$ cat src/rtl/core/slir_pkg.sv
`timescale 1ns / 1ps
`default_nettype none
// ----------------------------------------------------------------------------
// slir_pkg: shared types and constants for the sorted insertion list
// Word widths, status codes and the command that is broadcast to every cell.
// ----------------------------------------------------------------------------
package slir_pkg;

  localparam int unsigned CAPACITY_DEF = 16;
  localparam int unsigned VALUE_W      = 32;
  localparam int unsigned COUNT_W      = 5;

  localparam logic MODE_INSERT = 1'b0;
  localparam logic MODE_REMOVE = 1'b1;

  typedef enum logic [1:0] {
    ST_DONE      = 2'd0,
    ST_NOT_FOUND = 2'd1,
    ST_FULL      = 2'd2
  } slir_status_e;

  typedef struct packed {
    logic                        ins;
    logic                        rem;
    logic signed [VALUE_W-1:0]   value;
  } slir_cmd_t;

endpackage : slir_pkg
`default_nettype wire

$ cat src/rtl/core/sorted_list_insert_remove.sv
`timescale 1ns / 1ps
`default_nettype none
// ----------------------------------------------------------------------------
// sorted_list_insert_remove: bounded ascending list of signed values
// Input word: mode_i (0 insert, 1 remove first equal) and value_i, taken when
// in_valid_i is high and in_stall_o is low. Output word: status_o, count_o
// and smallest_o, taken when out_valid_o is high and out_stall_i is low.
// Each operation gives exactly one output word, in the cycle after acceptance.
// Throughput is one word per cycle unless the output stalls: a row of CAPACITY
// cells compares every entry against the broadcast value and shifts one place.
// The only wide net is the OR of the per-cell match flags on remove.
// An insert into a full list is refused with status 2; a remove of an absent
// value returns status 1; neither changes the list.
// When the output word is stalled the input stalls too; the word holds.
// Reset empties the list (count 0) and drops any pending output word.
// ----------------------------------------------------------------------------
module sorted_list_insert_remove #(
  parameter int unsigned CAPACITY = slir_pkg::CAPACITY_DEF
) (
  input  wire                                     clk_i,
  input  wire                                     rst_ni,
  input  wire                                     in_valid_i,
  output logic                                    in_stall_o,
  input  wire                                     mode_i,
  input  wire  signed [slir_pkg::VALUE_W-1:0]     value_i,
  output logic                                    out_valid_o,
  input  wire                                     out_stall_i,
  output logic        [1:0]                       status_o,
  output logic        [slir_pkg::COUNT_W-1:0]     count_o,
  output logic signed [slir_pkg::VALUE_W-1:0]     smallest_o
);

  localparam int unsigned CNT_W = $clog2(CAPACITY + 1);

  logic                           accept;
  logic                           full;
  logic                           found;
  logic [CNT_W-1:0]               occ_q;
  logic [CNT_W-1:0]               occ_d;
  slir_pkg::slir_cmd_t            cmd;
  slir_pkg::slir_status_e         status_d;
  slir_pkg::slir_status_e         status_q;
  logic                           out_valid_q;
  logic signed [slir_pkg::VALUE_W-1:0] smallest_d;
  logic signed [slir_pkg::VALUE_W-1:0] smallest_q;

  logic [CAPACITY-1:0]            occ;
  logic [CAPACITY-1:0]            ge;
  logic [CAPACITY-1:0]            eq;
  logic signed [slir_pkg::VALUE_W-1:0] entry      [CAPACITY];
  logic signed [slir_pkg::VALUE_W-1:0] entry_next [CAPACITY];

  assign in_stall_o = out_valid_q && out_stall_i;
  assign accept     = in_valid_i && !in_stall_o;
  assign full       = (occ_q == CNT_W'(CAPACITY));
  assign found      = |eq;

  assign cmd.ins   = accept && (mode_i == slir_pkg::MODE_INSERT) && !full;
  assign cmd.rem   = accept && (mode_i == slir_pkg::MODE_REMOVE);
  assign cmd.value = value_i;

  for (genvar i = 0; i < CAPACITY; i++) begin : g_cell
    logic                                prev_ge;
    logic signed [slir_pkg::VALUE_W-1:0] prev_entry;
    logic signed [slir_pkg::VALUE_W-1:0] next_entry;

    assign occ[i] = (occ_q > CNT_W'(i));

    if (i == 0) begin : g_head
      assign prev_ge    = 1'b0;
      assign prev_entry = '0;
    end else begin : g_body
      assign prev_ge    = ge[i-1];
      assign prev_entry = entry[i-1];
    end

    if (i == CAPACITY - 1) begin : g_tail
      assign next_entry = '0;
    end else begin : g_link
      assign next_entry = entry[i+1];
    end

    slir_cell u_cell (
      .clk_i        (clk_i),
      .cmd_i        (cmd),
      .occ_i        (occ[i]),
      .found_i      (found),
      .prev_ge_i    (prev_ge),
      .prev_entry_i (prev_entry),
      .next_entry_i (next_entry),
      .ge_o         (ge[i]),
      .eq_o         (eq[i]),
      .entry_o      (entry[i]),
      .entry_next_o (entry_next[i])
    );
  end

  always_comb begin
    occ_d    = occ_q;
    status_d = slir_pkg::ST_DONE;
    if (mode_i == slir_pkg::MODE_INSERT) begin
      if (full) begin
        status_d = slir_pkg::ST_FULL;
      end else begin
        occ_d = occ_q + CNT_W'(1);
      end
    end else begin
      if (found) begin
        occ_d = occ_q - CNT_W'(1);
      end else begin
        status_d = slir_pkg::ST_NOT_FOUND;
      end
    end
    smallest_d = (occ_d == '0) ? '0 : entry_next[0];
  end

  always_ff @(posedge clk_i or negedge rst_ni) begin
    if (!rst_ni) begin
      occ_q       <= '0;
      out_valid_q <= 1'b0;
    end else begin
      if (accept) begin
        occ_q       <= occ_d;
        out_valid_q <= 1'b1;
      end else if (!out_stall_i) begin
        out_valid_q <= 1'b0;
      end
    end
  end

  always_ff @(posedge clk_i) begin
    if (accept) begin
      status_q   <= status_d;
      smallest_q <= smallest_d;
    end
  end

  assign out_valid_o = out_valid_q;
  assign status_o    = status_q;
  assign count_o     = slir_pkg::COUNT_W'(occ_q);
  assign smallest_o  = smallest_q;

  a_occ_bound : assert property (@(posedge clk_i) disable iff (!rst_ni)
    occ_q <= CNT_W'(CAPACITY))
    else $error("occupancy above capacity");

  a_full_status : assert property (@(posedge clk_i) disable iff (!rst_ni)
    out_valid_q && (status_q == slir_pkg::ST_FULL) |-> full)
    else $error("full status with list not full");

  a_empty_smallest : assert property (@(posedge clk_i) disable iff (!rst_ni)
    out_valid_q && (occ_q == '0) |-> (smallest_q == '0))
    else $error("empty list reports nonzero smallest");

  a_insert_grows : assert property (@(posedge clk_i) disable iff (!rst_ni)
    cmd.ins |=> (occ_q == $past(occ_q) + CNT_W'(1)))
    else $error("insert did not grow the list");

  a_missing_keeps : assert property (@(posedge clk_i) disable iff (!rst_ni)
    cmd.rem && !found |=> (occ_q == $past(occ_q)))
    else $error("failed remove changed occupancy");

endmodule : sorted_list_insert_remove
`default_nettype wire

$ cat src/rtl/core/slir_cell.sv
`timescale 1ns / 1ps
`default_nettype none
// ----------------------------------------------------------------------------
// slir_cell: one entry of the sorted list
// Holds one value, compares it against the broadcast word and takes its own
// next value from itself, the broadcast word or a neighbor.
// ----------------------------------------------------------------------------
module slir_cell (
  input  wire                                     clk_i,
  input  wire  slir_pkg::slir_cmd_t               cmd_i,
  input  wire                                     occ_i,
  input  wire                                     found_i,
  input  wire                                     prev_ge_i,
  input  wire  signed [slir_pkg::VALUE_W-1:0]     prev_entry_i,
  input  wire  signed [slir_pkg::VALUE_W-1:0]     next_entry_i,
  output logic                                    ge_o,
  output logic                                    eq_o,
  output logic signed [slir_pkg::VALUE_W-1:0]     entry_o,
  output logic signed [slir_pkg::VALUE_W-1:0]     entry_next_o
);

  logic signed [slir_pkg::VALUE_W-1:0] entry_q;
  logic signed [slir_pkg::VALUE_W-1:0] entry_d;
  logic                                ge_val;

  assign ge_val = (entry_q >= cmd_i.value);
  assign ge_o   = !occ_i || ge_val;
  assign eq_o   = occ_i && (entry_q == cmd_i.value);

  always_comb begin
    entry_d = entry_q;
    if (cmd_i.ins) begin
      if (prev_ge_i) begin
        entry_d = prev_entry_i;
      end else if (ge_o) begin
        entry_d = cmd_i.value;
      end
    end else if (cmd_i.rem && found_i && occ_i && ge_val) begin
      entry_d = next_entry_i;
    end
  end

  always_ff @(posedge clk_i) begin
    entry_q <= entry_d;
  end

  assign entry_o      = entry_q;
  assign entry_next_o = entry_d;

endmodule : slir_cell
`default_nettype wire

$ cat config.mk
export PLATFORM = sky130hd
export DESIGN_NAME = sorted_list_insert_remove
export DESIGN_NICKNAME = d
export VERILOG_FILES = /design/src/rtl/core/slir_pkg.sv /design/src/rtl/core/sorted_list_insert_remove.sv /design/src/rtl/core/slir_cell.sv
export SDC_FILE = /design/constraint.sdc
export NUM_CORES = 2
export LEC_CHECK = 0
export ABC_AREA = 1
export BUFFER_PORTS_ARGS = -buffer_cell sky130_fd_sc_hd__buf_2
export CELL_PAD_IN_SITES_DETAIL_PLACEMENT = 1
export CELL_PAD_IN_SITES_GLOBAL_PLACEMENT = 1
export CORE_AREA = 5 5 368 460
export DETAILED_ROUTE_END_ITERATION = 7
export DIE_AREA = 0 0 373 465
export PLACE_DENSITY_LB_ADDON = 0.2
export SYNTH_ARGS = -nofsm -noshare
export SYNTH_HDL_FRONTEND = slang
export SYNTH_HIERARCHICAL = 1
export SYNTH_SLANG_ARGS = --single-unit
$ cat constraint.sdc
create_clock -name clk_i -period 6.3 [get_ports clk_i]
set_clock_uncertainty 0.1 [all_clocks]
set_input_delay 0.315 -clock clk_i [delete_from_list [all_inputs] [get_ports clk_i]]
set_output_delay 0.315 -clock clk_i [all_outputs]
set_load 0.005 [all_outputs]
== Word level (Yosys, flattened, before mapping) ==
Cells that the tools add are included.
Cells by class
  $add $sub $neg: 2
  $lt $le $gt $ge: 32
  equal/unequal tests: 33
  mux-type cells: 71
  bitwise operators: 1
  reductions and logical operators: 120
Operators with widths (number)
  two-way mux 32 bit: 63
  equality test 32 bit: 16
  greater-or-equal comparator 32 bit: 16
  logical AND 1 bit: 54
  != test 3 x 1 -> 1 bit, second input constant: 15
  > comparator 5 x 4 -> 1 bit, second input constant: 8
  AND reduction 2 bit: 15
  nonzero test 2 bit: 15
  > comparator 5 x 3 -> 1 bit, second input constant: 4
  zero test 1 bit: 18
  logical OR 1 bit: 16
  OR reduction 16 bit: 1
  two-way mux 5 bit: 3
  > comparator 5 x 1 -> 1 bit, second input constant: 2
  > comparator 5 x 2 -> 1 bit, second input constant: 2
  adder 5 x 1 -> 5 bit, second input constant: 1
  equality test 5 bit, second input constant: 1
  zero test 5 bit: 1
  subtractor 5 x 1 -> 5 bit, second input constant: 1
  two-way mux 2 bit: 2
  two-way mux 1 bit: 3
  != test 2 x 1 -> 1 bit, second input constant: 1
  inverter 1 bit: 1
Word-level totals
  register bits after elaboration: 552
  input bits: 37
  output and inout port bits: 41
  logic and storage cells: 279

== Depth between registers and ports, before layout ==
  depth in word-level cells: 9
  gate-level depth with buffers: 23
  mapped depth without buffers: 22

== By module ==
Netlist, hierarchy kept.
By module, submodules not included
  slir_cell: instances 16, cells an instance 569, area each 3422.0 µm², sequential area each 640.6 µm²
  sorted_list_insert_remove: instances 1, cells an instance 238, area each 2393.5 µm², sequential area each 1171.1 µm²

== Least setup slack after synthesis ==
Ideal clock, no wire load.
  kind: flip-flop to flip-flop
  start: reg out_valid_q (netlist: out_valid_o)
  end: reg smallest_q, in the netlist smallest_o[0] (data pin)
  setup time: 247 ps
  data arrival time: 4875 ps
  data required time: 5953 ps
  slack: 1077 ps
  stages on the path, launching flop included: 12
  path buffers: 1
  clock period less this slack: 5223 ps
  path through: dfrtp_1 > nand2_1 > inv_1 > nor2_1 > inv_1 > nor3_1 > inv_2 > clkbuf_1 > nand3_1 > nand2_1 > nand2_4 > inv_2
RTL lines
  start, declared: line sorted_list_insert_remove.sv:43  | logic out_valid_q;
  start signal, assigned: line sorted_list_insert_remove.sv:120  | out_valid_q <= 1'b0;
  start signal, assigned: line sorted_list_insert_remove.sv:124  | out_valid_q <= 1'b1;
  start signal, assigned: line sorted_list_insert_remove.sv:126  | out_valid_q <= 1'b0;
  end signal, assigned: line sorted_list_insert_remove.sv:134  | smallest_q <= smallest_d;
  end, declared: line sorted_list_insert_remove.sv:45  | logic signed [slir_pkg::VALUE_W-1:0] smallest_q;

== Worst setup path after layout ==
  start: reg occ_q[4] (netlist: count_o[4])
  end: reg g_cell[12].u_cell.entry_q, in the netlist g_cell[12].u_cell/entry_o[6]
Between the ends
  cells in the longest elaborated chain, start to end: 8
  elaborated cells between the ends (all ways): 48
  classes of those cells: order compare (16); eq/ne (2); mux (2); reduce/logical (28)
RTL lines
  start, declared: line sorted_list_insert_remove.sv:38  | logic [CNT_W-1:0] occ_q;
  start signal, assigned: line sorted_list_insert_remove.sv:119  | occ_q <= '0;
  start signal, assigned: line sorted_list_insert_remove.sv:123  | occ_q <= occ_d;
  > comparator 5 x 4 -> 1 bit: line sorted_list_insert_remove.sv:67  | assign occ[i] = (occ_q > CNT_W'(i));
  via occ[10]: line sorted_list_insert_remove.sv:47  | logic [CAPACITY-1:0] occ;
  logical AND 1 bit: line slir_cell.sv:28  | assign eq_o = occ_i && (entry_q == cmd_i.value);
  OR reduction 16 bit: line sorted_list_insert_remove.sv:56  | assign found = |eq;
  logical AND 1 bit (3 in a row): line slir_cell.sv:38  | end else if (cmd_i.rem && found_i && occ_i && ge_val) begin
  nonzero test 2 bit (no source line)
  AND reduction 2 bit (no source line)
  end signal, assigned: line slir_cell.sv:44  | entry_q <= entry_d;
  end, declared: line slir_cell.sv:22  | logic signed [slir_pkg::VALUE_W-1:0] entry_q;
The timed path passes the listed nets, and every way through them passes these cells.
A chain may end at the register's enable or synchronous reset.

==> run metrics <==
worst r2r src count_o[4]; Cell Area, Synth 57,100 sq um; placed instance area 59,200 sq um; row cnt 167; largest stage delay on the critical path 1.11 ns; Hold Slack 0.104 ns; outcome finished clean; Warnings, synthesis 6; TritonCTS clock tree yes; worst hold-check path type in2reg; CORE AREA 165,000 sq um; largest cells by area after synthesis dfxtp_1 18%, nand2_1 17%, nand3_1 12%, ha_1 11%, nor2_1 7.9%; post-CTS resize count 0; largest family of logic cells by synthesized area simple AND/OR/NAND/NOR gates; Cell variety after synth 35; HP Start value_i[27]; ys async rst share 0.0109; unrepaired setup endpoints after global routing no; reg2reg end g_cell[12].u_cell/entry_o[6]; total CTS buffers 75; leak pwr 32.5 nW; Synth Area in Compound Gates 0.0313; Slew Limit Fails 0; DIE AREA 173,000 sq um; DRC violation count after routing 0; worst setup path class reg2reg; number of enable flip-flop cells after synthesis 34; global-route usage over all layers 0.271; Layout area overhead 7.88%; dpl hpwl 184,000 um; Clk pin slew, worst setup/hold paths 0.06 ns; PwrDens 531 nW/um^2; setup_tns 0 ns; R2R setup slack 1.29 ns; clock sinks 552; Die Y-Extent 465 um; Yosys top cell by area dfxtp_1; clk_lat worst skew 0.71 ns; mux cell area share after synthesis 0; DRC violation total after the first TritonRoute iteration 3,656; Pre-antenna DRT Iters 5; maxcap violations 0; synthesized area per cell 6.12 sq um; CTS root buf clkbuf_16; Post-Synth XOR/XNOR Area 0.000307; ys flop type dfxtp_1; initial antenna violation count 13; grt ovf 0; Starting Density 0.347; vias in the first global route 63,884; critical-path cell list inv_2 -> nand4_1 -> o21ai_4 -> buf_4 -> o31a_2 -> buf_4 -> nand4_4 -> inv_2 -> nor2_1 -> nor2_1 -> nand2_1 -> nand2_1; Routed WL per cell 21.3 um; vias per std cell 5.33; adder-cell share of the synthesized area 0.113; Stages on worst setup path 12; top-count cell post-synth nand2_1; clock period minus worst slack 5.01 ns; post-synth top area share 0.179; Hold Fails Final Rpt 0; maximum VDD drop 0.257 mV; CP top delay family buffers and inverters; post-synthesis register bit count 552; Vias 61,303; worst slew pin tran 1.30 ns; worst-case reg-to-reg path depth 12; filler cell count 22,048; top cells by count, synth 2,657 x nand2_1, 1,418 x nand3_1, 1,199 x nor2_1; Max Freq 199 MHz; final setup vio count 0; H-tree level count 3; number of port buffers 77; fin area 61,700 sq um; Post-CTS Setup Bufs 0; final net count 9,795; global-route wire length before repair 376,000 um; CP Capture Type register; IO Count 78; Mapped Cells 9,342; slowest stage cell, crit path inv_2; Crit path arrival time 5.54 ns; Routed WL 245,000 um; Worst Setup EP g_cell[12].u_cell/entry_o[6]; GPL Wtd Cong 0.875; startpoint types register; Slew HR 0.135; peak fanout along the critical path 64; clock tree buffer depth 3; CTS hold repair buffers 5; Period Utilization, post-route 0.796; sequential share of the synthesized area 0.200; die extent in x 373 um; ANT nets after route 0; buffers and inverters on the worst path 4; required time worst endpoint 6.83 ns; Synth Area in Simple Gates 0.521; pin count of the biggest net entering global routing 65; layout cells sized above 1 0.0937; CP Launch Point count_o[4]
==> tightest hold or removal path, cell delays in order <==
cell and delay, ns:
buf_2 0.22, nand2_1 0.12, nand3_1 0.08, nand2_1 0.06
nand2_1 0.04
==> kinds of logic (layout without fill, tap and decap cells) <==
group	after synthesis	count (layout)
AND/OR/NAND/NOR	6200	6200
buffers and inverters	1749	1645
flip-flops	552	552
adder cells (fa/ha/maj)	518	518
AO/OA/AOI/OAI	320	320
XOR/XNOR	2	2
other	1	69
==> power breakdown <==
part           switching, W  total [W]  internal (W)  leakage [nW]
registers           0.00307    0.00838       0.00531          4.70
logic                0.0136     0.0200       0.00643          26.6
clock network       0.00192    0.00440       0.00248          1.18
==> metrics by stage <==
step	std cells	worst slack [ns]	util	total power (W)
2_1_floorplan	9406	1.08	-	0.0224
3_3_place_gp	11355	1.11	0.359	0.0276
3_5_place_dp	11355	1.03	0.359	0.0283
4_1_cts	11499	1.38	0.374	0.0329
5_1_grt	11499	1.05	0.374	0.0355
6_report	11503	1.29	0.374	0.0328
==> sequential cells by signal (all words and copies together), names as in the netlist <==
name	count
out_valid_o	1
count_o	5
status_o	2
smallest_o	32
g_cell.u_cell/entry_o	512
==> layer usage <==
metal  vias to the layer above  GRT usage  part of all wire
met4                        16      0.147             0.060
met2                      1235      0.517              0.52
li1                      29400          -                 -
met3                       591     0.0337             0.037
met1                     30061      0.288              0.39
met5                         -          0           0.00045
==> cell usage in the layout, fill, tap and decap left out, drive strengths merged <==
cell type    synthesis  routed
clkinv               0      26
conb                 1      65
nor4                16      16
clkinvlp             0       4
bufinv               0       3
a21o                16      16
o31a                 1       1
inv               1247    1250
nor2              1236    1236
diode                0       4
dfxtp              512     512
o21a                32      32
dfrtp                6       6
edfxtp              34      34
nand3             1612    1612
buf                357     254
dlygate4sd3          0       5
nor3                 1       1
ha                 518     518
clkbuf             145     103
xor2                 2       2
a21oi              226     226
o21ai               45      45
nand4               50      50
nand3b             512     512
nand2             2773    2773
==> worst min path at each step <==
stage,endpoint,slack [ns],cells after the start
after floorplan,count_o[0],-0.08,0
after global placement,out_valid_o,0.09,1
after detailed placement,out_valid_o,0.09,1
after CTS,g_cell[15].u_cell/entry_o[27],0.05,5
after global routing,g_cell[5].u_cell/entry_o[27],0.12,5
final,g_cell[15].u_cell/entry_o[27],0.10,5
==> layout make-up <==
cell class                      instances  area (sq um)  area share
Inverter                             1247          4680      0.0759
Clock buffer                          103          2110      0.0343
Antenna cell                            4          10.0    0.000162
Sequential cell                       552         11400       0.185
Clock inverter                         36           292     0.00473
Multi-Input combinational cell       7105         38500       0.624
Timing Repair Buffer                  259          1910      0.0311
Tap cell                             2197          2750      0.0446
Power figures use the tool's default switching activity.
